**src/scrlb_pkg.sv**
```systemverilog
// Package for the scrollback line ring buffer.
// Holds ring size constants, character codes, the result word type and pointer helpers.
// No dependencies.
`default_nettype none

package scrlb_pkg;

  localparam int unsigned DEPTH     = 4096;
  localparam int unsigned AW        = $clog2(DEPTH);
  localparam int unsigned MAX_READ  = 64;
  localparam int unsigned SPW       = $clog2(MAX_READ + 1);
  localparam int unsigned LENW      = 6;
  localparam int unsigned TOTW      = 12;

  localparam logic [7:0]      CH_CR     = 8'd13;
  localparam logic [7:0]      CH_LF     = 8'd10;
  localparam logic [TOTW-1:0] TOTAL_MAX = '1;

  typedef logic [AW-1:0] ptr_t;

  typedef struct packed {
    logic [7:0]      out_char;
    logic            last;
    logic            found;
    logic [LENW-1:0] line_length;
    logic [TOTW-1:0] line_total;
  } res_t;

  function automatic ptr_t ring_next(input ptr_t p);
    ptr_t r;
    if (p == ptr_t'(DEPTH - 1)) r = '0;
    else r = p + ptr_t'(1);
    return r;
  endfunction

  function automatic ptr_t ring_prev(input ptr_t p);
    ptr_t r;
    if (p == '0) r = ptr_t'(DEPTH - 1);
    else r = p - ptr_t'(1);
    return r;
  endfunction

endpackage

`default_nettype wire

```
**src/scrlb_out.sv**
```systemverilog
// Output register for result words; decouples the controller from the stall.
// Depends on scrlb_pkg.
`default_nettype none

module scrlb_out
  import scrlb_pkg::*;
(
  input  wire logic                clk_i,
  input  wire logic                rst_ni,
  input  wire logic                emit_i,
  input  wire res_t                res_i,
  output logic                     slot_free_o,
  output logic                     out_valid_o,
  input  wire logic                out_stall_i,
  output logic [7:0]               out_char_o,
  output logic                     last_o,
  output logic                     found_o,
  output logic [LENW-1:0]          line_length_o,
  output logic [TOTW-1:0]          line_total_o
);

  logic valid_q, valid_d;
  res_t res_q;

  assign slot_free_o = !valid_q || !out_stall_i;

  always_comb begin
    valid_d = valid_q;
    if (emit_i) begin
      valid_d = 1'b1;
    end else if (!out_stall_i) begin
      valid_d = 1'b0;
    end
  end

  always_ff @(posedge clk_i or negedge rst_ni) begin
    if (!rst_ni) begin
      valid_q <= 1'b0;
    end else begin
      valid_q <= valid_d;
    end
  end

  always_ff @(posedge clk_i) begin
    if (emit_i) begin
      res_q <= res_i;
    end
  end

  assign out_valid_o   = valid_q;
  assign out_char_o    = res_q.out_char;
  assign last_o        = res_q.last;
  assign found_o       = res_q.found;
  assign line_length_o = res_q.line_length;
  assign line_total_o  = res_q.line_total;

endmodule

`default_nettype wire

```
**config.mk**
```make
export PLATFORM = sky130hd
export DESIGN_NAME = scrlb_out
export DESIGN_NICKNAME = d
export VERILOG_FILES = /design/src/scrlb_pkg.sv /design/src/scrlb_out.sv
export SDC_FILE = /design/constraint.sdc
export NUM_CORES = 1
export LEC_CHECK = 0
export BUFFER_PORTS_ARGS = -buffer_cell sky130_fd_sc_hd__buf_2
export CORE_ASPECT_RATIO = 0.7
export CORE_UTILIZATION = 42
export CTS_CLUSTER_SIZE = 30
export DETAILED_ROUTE_END_ITERATION = 8
export PLACE_DENSITY = 0.85
export SLEW_MARGIN = 20
export SYNTH_ARGS = -nofsm -noshare
export SYNTH_HDL_FRONTEND = slang
export SYNTH_SLANG_ARGS = --single-unit
```
**constraint.sdc**
```tcl
create_clock -name clk_i -period 1.4 [get_ports clk_i]
set_input_delay 0.07 -clock clk_i [delete_from_list [all_inputs] [get_ports clk_i]]
set_output_delay 0.07 -clock clk_i [all_outputs]
set_load 0.01 [all_outputs]
```
==> impl_results.md <==
* Power Internal at 0.00134 W
* Effective utilization at floorplan at 0.461
* H-tree levels at 2
* Top-Level Pins at 62
* Vias in the first global route at 693
* Antenna violations before repair at 0
* CTS Sinks at 29
* Maximum count of clock buffers along a single path at 2
* Via density per instance at 4.33
* Min Tclk post-route at 0.979 ns
* Worst path buffer plus inverter count at 3
* Initial DRC Count at 12
* Final hold violation count at 0
* Final slew viol count at 0
* Cell type with the largest total area after synthesis: sky130_fd_sc_hd__edfxtp_1
* Area of the multi-input gates at 11.3 um2
* Tightest Pin Transition at 0.608 ns
* Area of all sequential standard cells at 866 um2
* Number of distinct library cells after synthesis at 4
* Endpoint arrival time on the critical path at 0.91 ns
* Class of the tightest hold or removal check: in2async
* GRT overflow at 0
* Layout cells sized above 1 at 0.515
* Setup repair after global routing missed its margin: no
* Cells after Synth at 31
* Number of cell rows at 13
* DRC at 0
* Final net count at 161
* Worst-skew pair later-pin latency at 0.30 ns
* Mean routed wirelength per cell at 15.2 um
* PD cells at 1100 mW/mm2
* Top cell type's share of synthesized area at 0.959
* Yosys reg bits at 29
* Critical register-to-register path endpoint: out_valid_o$_DFFE_PN0P_
* Overall die height at 40.2 um
* First-pass GRT wire length at 3270 um
* CP top delay family: buffers and inverters
* Total stage count of the critical path at 4
* FMAX at 1020 MHz
* Number of failing setup endpoints in the final timing report at 0
* Setup Crit Path Kind: in2out
* Kind of start point of the critical path: input port
* Layout-stage area growth over the synthesis result at 77.9%
* First-pass DRT Iterations at 3
* Core ar. at 0.00190 mm2
* # Max-Cap Violations at 0
* Largest net degree at the start of global routing at 30
* Critical path's slowest cell: sky130_fd_sc_hd__dlygate4sd3_1
* Critical-path maximum fanout at 2
* Chain of cells forming the critical path: dlygate4sd3_1 -> buf_2 -> nand2_1 -> buf_2
* Cell Area, Synth at 877 um2
* ANT cells at 0
* Detailed-route wire length at 2310 um
* Outcome: completed
* CP Data Required Time at 1.33 ns
* Clock skew at 0 ns
* Die span in x at 56.6 um
* Clock buffer count from CTS at 5
* Most repeated library cell on the critical path: sky130_fd_sc_hd__buf_2
* Part of the cycle the worst path needs at 0.699
* NetSw at 0.000386 W
* Worst slew slack as a fraction of its limit at 0.595
* Die outline area at 0.00228 mm2
* Origin of the worst setup path: out_stall_i
* CTS tree: yes
* Clock-pin slew on the worst setup and hold paths at 0.08 ns
* Count of fill cells added during filler insertion at 105
* Placer congestion estimate at 0.643
* CP Capture Type: primary output
* Switching part of the total at 0.224
* Power after layout at 0.00172 W
* Total negative slack for setup checks at 0 ns
* Nets in the synthesized netlist at 63
* Termination of the worst setup path: slot_free_o
* Part of the total power dissipated in the clock network at 0.258
* Maximum ir drop on the vdd rail at 939 uV
* Register-to-Register Path Depth at 1
* All-layer global routing usage at 0.226
* Cell types occupying the most area after synthesis: sky130_fd_sc_hd__edfxtp_1 (96%), sky130_fd_sc_hd__dfrtp_1 (2.9%), sky130_fd_sc_hd__a21o_1 (0.86%)
* Startpoint of the most critical register-to-register path: out_valid_o$_DFFE_PN0P_
* DP Wirelength at 1090 um
* Comb power frac at 0.136
* Number of cells upsized or downsized after cts at 0
* Sequential element share of the synthesized area at 0.987
* Antenna-violating nets left at 0
* LEAKAGE at 0.687 nW
* Via count at 658
* Port buffer count at 61
* CTS root buf: sky130_fd_sc_hd__clkbuf_4
* Register-to-register setup slack at 0.73 ns
* Stage delay of the slowest cell on the critical path at 0.53 ns
* Per-instance average area after synthesis at 28.3 um2
* Share of total power in sequential cells at 0.606
* Count of synthesis-stage warnings from yosys at 0
-- layer usage --
metal  vias to the layer above  wire length [um]  global-route usage  part of all wire
met5                         -                 0                   0                 0
met4                         0                27               0.116             0.012
met3                         2               124              0.0871             0.054
met2                        32              1380               0.444              0.60
met1                       304               779               0.217              0.34
li1                        320                 -                   -                 -
-- stage by stage --
stage               hold WS [ns]  cell area [um2]  utilization  std cells  worst slack (ns)
floorplan                 -0.226              877            -         31             0.724
CTS                       0.0329             1560        0.820        152             0.426
detailed placement        -0.154             1210        0.636        114             0.445
global route              0.0381             1560        0.820        152             0.387
global placement          -0.155             1210        0.636        114             0.488
finish                    0.0637             1560        0.820        152             0.421
-- kinds of logic after synthesis --
group | after synthesis | synth area share
compound gates | 1 | 0.00856
flops | 29 | 0.987
simple gates | 1 | 0.00428
-- layout by cell type (no fill, tap or decap) --
master                           n
sky130_fd_sc_hd__a21o_1          1
sky130_fd_sc_hd__edfxtp_1       28
sky130_fd_sc_hd__dlygate4sd3_1  30
sky130_fd_sc_hd__clkinv_2        1
sky130_fd_sc_hd__dfrtp_1         1
sky130_fd_sc_hd__nand2_1         1
sky130_fd_sc_hd__buf_2          61
sky130_fd_sc_hd__clkbuf_4        5
sky130_fd_sc_hd__clkinv_1        2
-- power groups by stage --
stage          clock network, W   logic [W]  registers, W
6_report               0.000444    0.000234       0.00104
5_1_grt                0.000501    0.000249       0.00105
4_1_cts                0.000463    0.000227       0.00104
3_5_place_dp                  0    0.000163       0.00106
3_3_place_gp                  0    0.000158       0.00106
2_1_floorplan                 0  0.00000346       0.00110
-- sequential cells by signal (all words and copies together) (netlist names) --
signal and cells:
line_length_o 6, out_char_o 8, last_o 1, out_valid_o 1
line_total_o 12, found_o 1
-- what timing repair did --
item | in CTS | in global routing
endpoints found under the setup margin | 0 | 0
hold buffers | 30 | 0
setup buffers | 0 | 0
hold endpoints to repair | 30 | 0
-- cell usage after synthesis --
master / instances
sky130_fd_sc_hd__edfxtp_1: 28
sky130_fd_sc_hd__a21o_1: 1
sky130_fd_sc_hd__dfrtp_1: 1
sky130_fd_sc_hd__nand2_1: 1
-- how the worst min path moves through the flow --
stage | end | slack, ns | startpoint
after floorplan | out_valid_o$_DFFE_PN0P_ | -0.23 | rst_ni
after global placement | out_valid_o$_DFFE_PN0P_ | -0.16 | rst_ni
after detailed placement | out_valid_o$_DFFE_PN0P_ | -0.15 | rst_ni
after CTS | out_valid_o$_DFFE_PN0P_ | 0.03 | rst_ni
after global routing | out_valid_o$_DFFE_PN0P_ | 0.04 | rst_ni
final | out_valid_o$_DFFE_PN0P_ | 0.06 | rst_ni
-- final cells by class --
| type | count | share of cell area |
|---|---|---|
| Clock buffer | 5 | 0.0241 |
| Tap cell | 22 | 0.0176 |
| Multi-Input combinational cell | 2 | 0.00722 |
| Sequential cell | 29 | 0.555 |
| Clock inverter | 3 | 0.00802 |
| Timing Repair Buffer | 91 | 0.388 |
No activity file was read; power rests on OpenSTA's default activity.
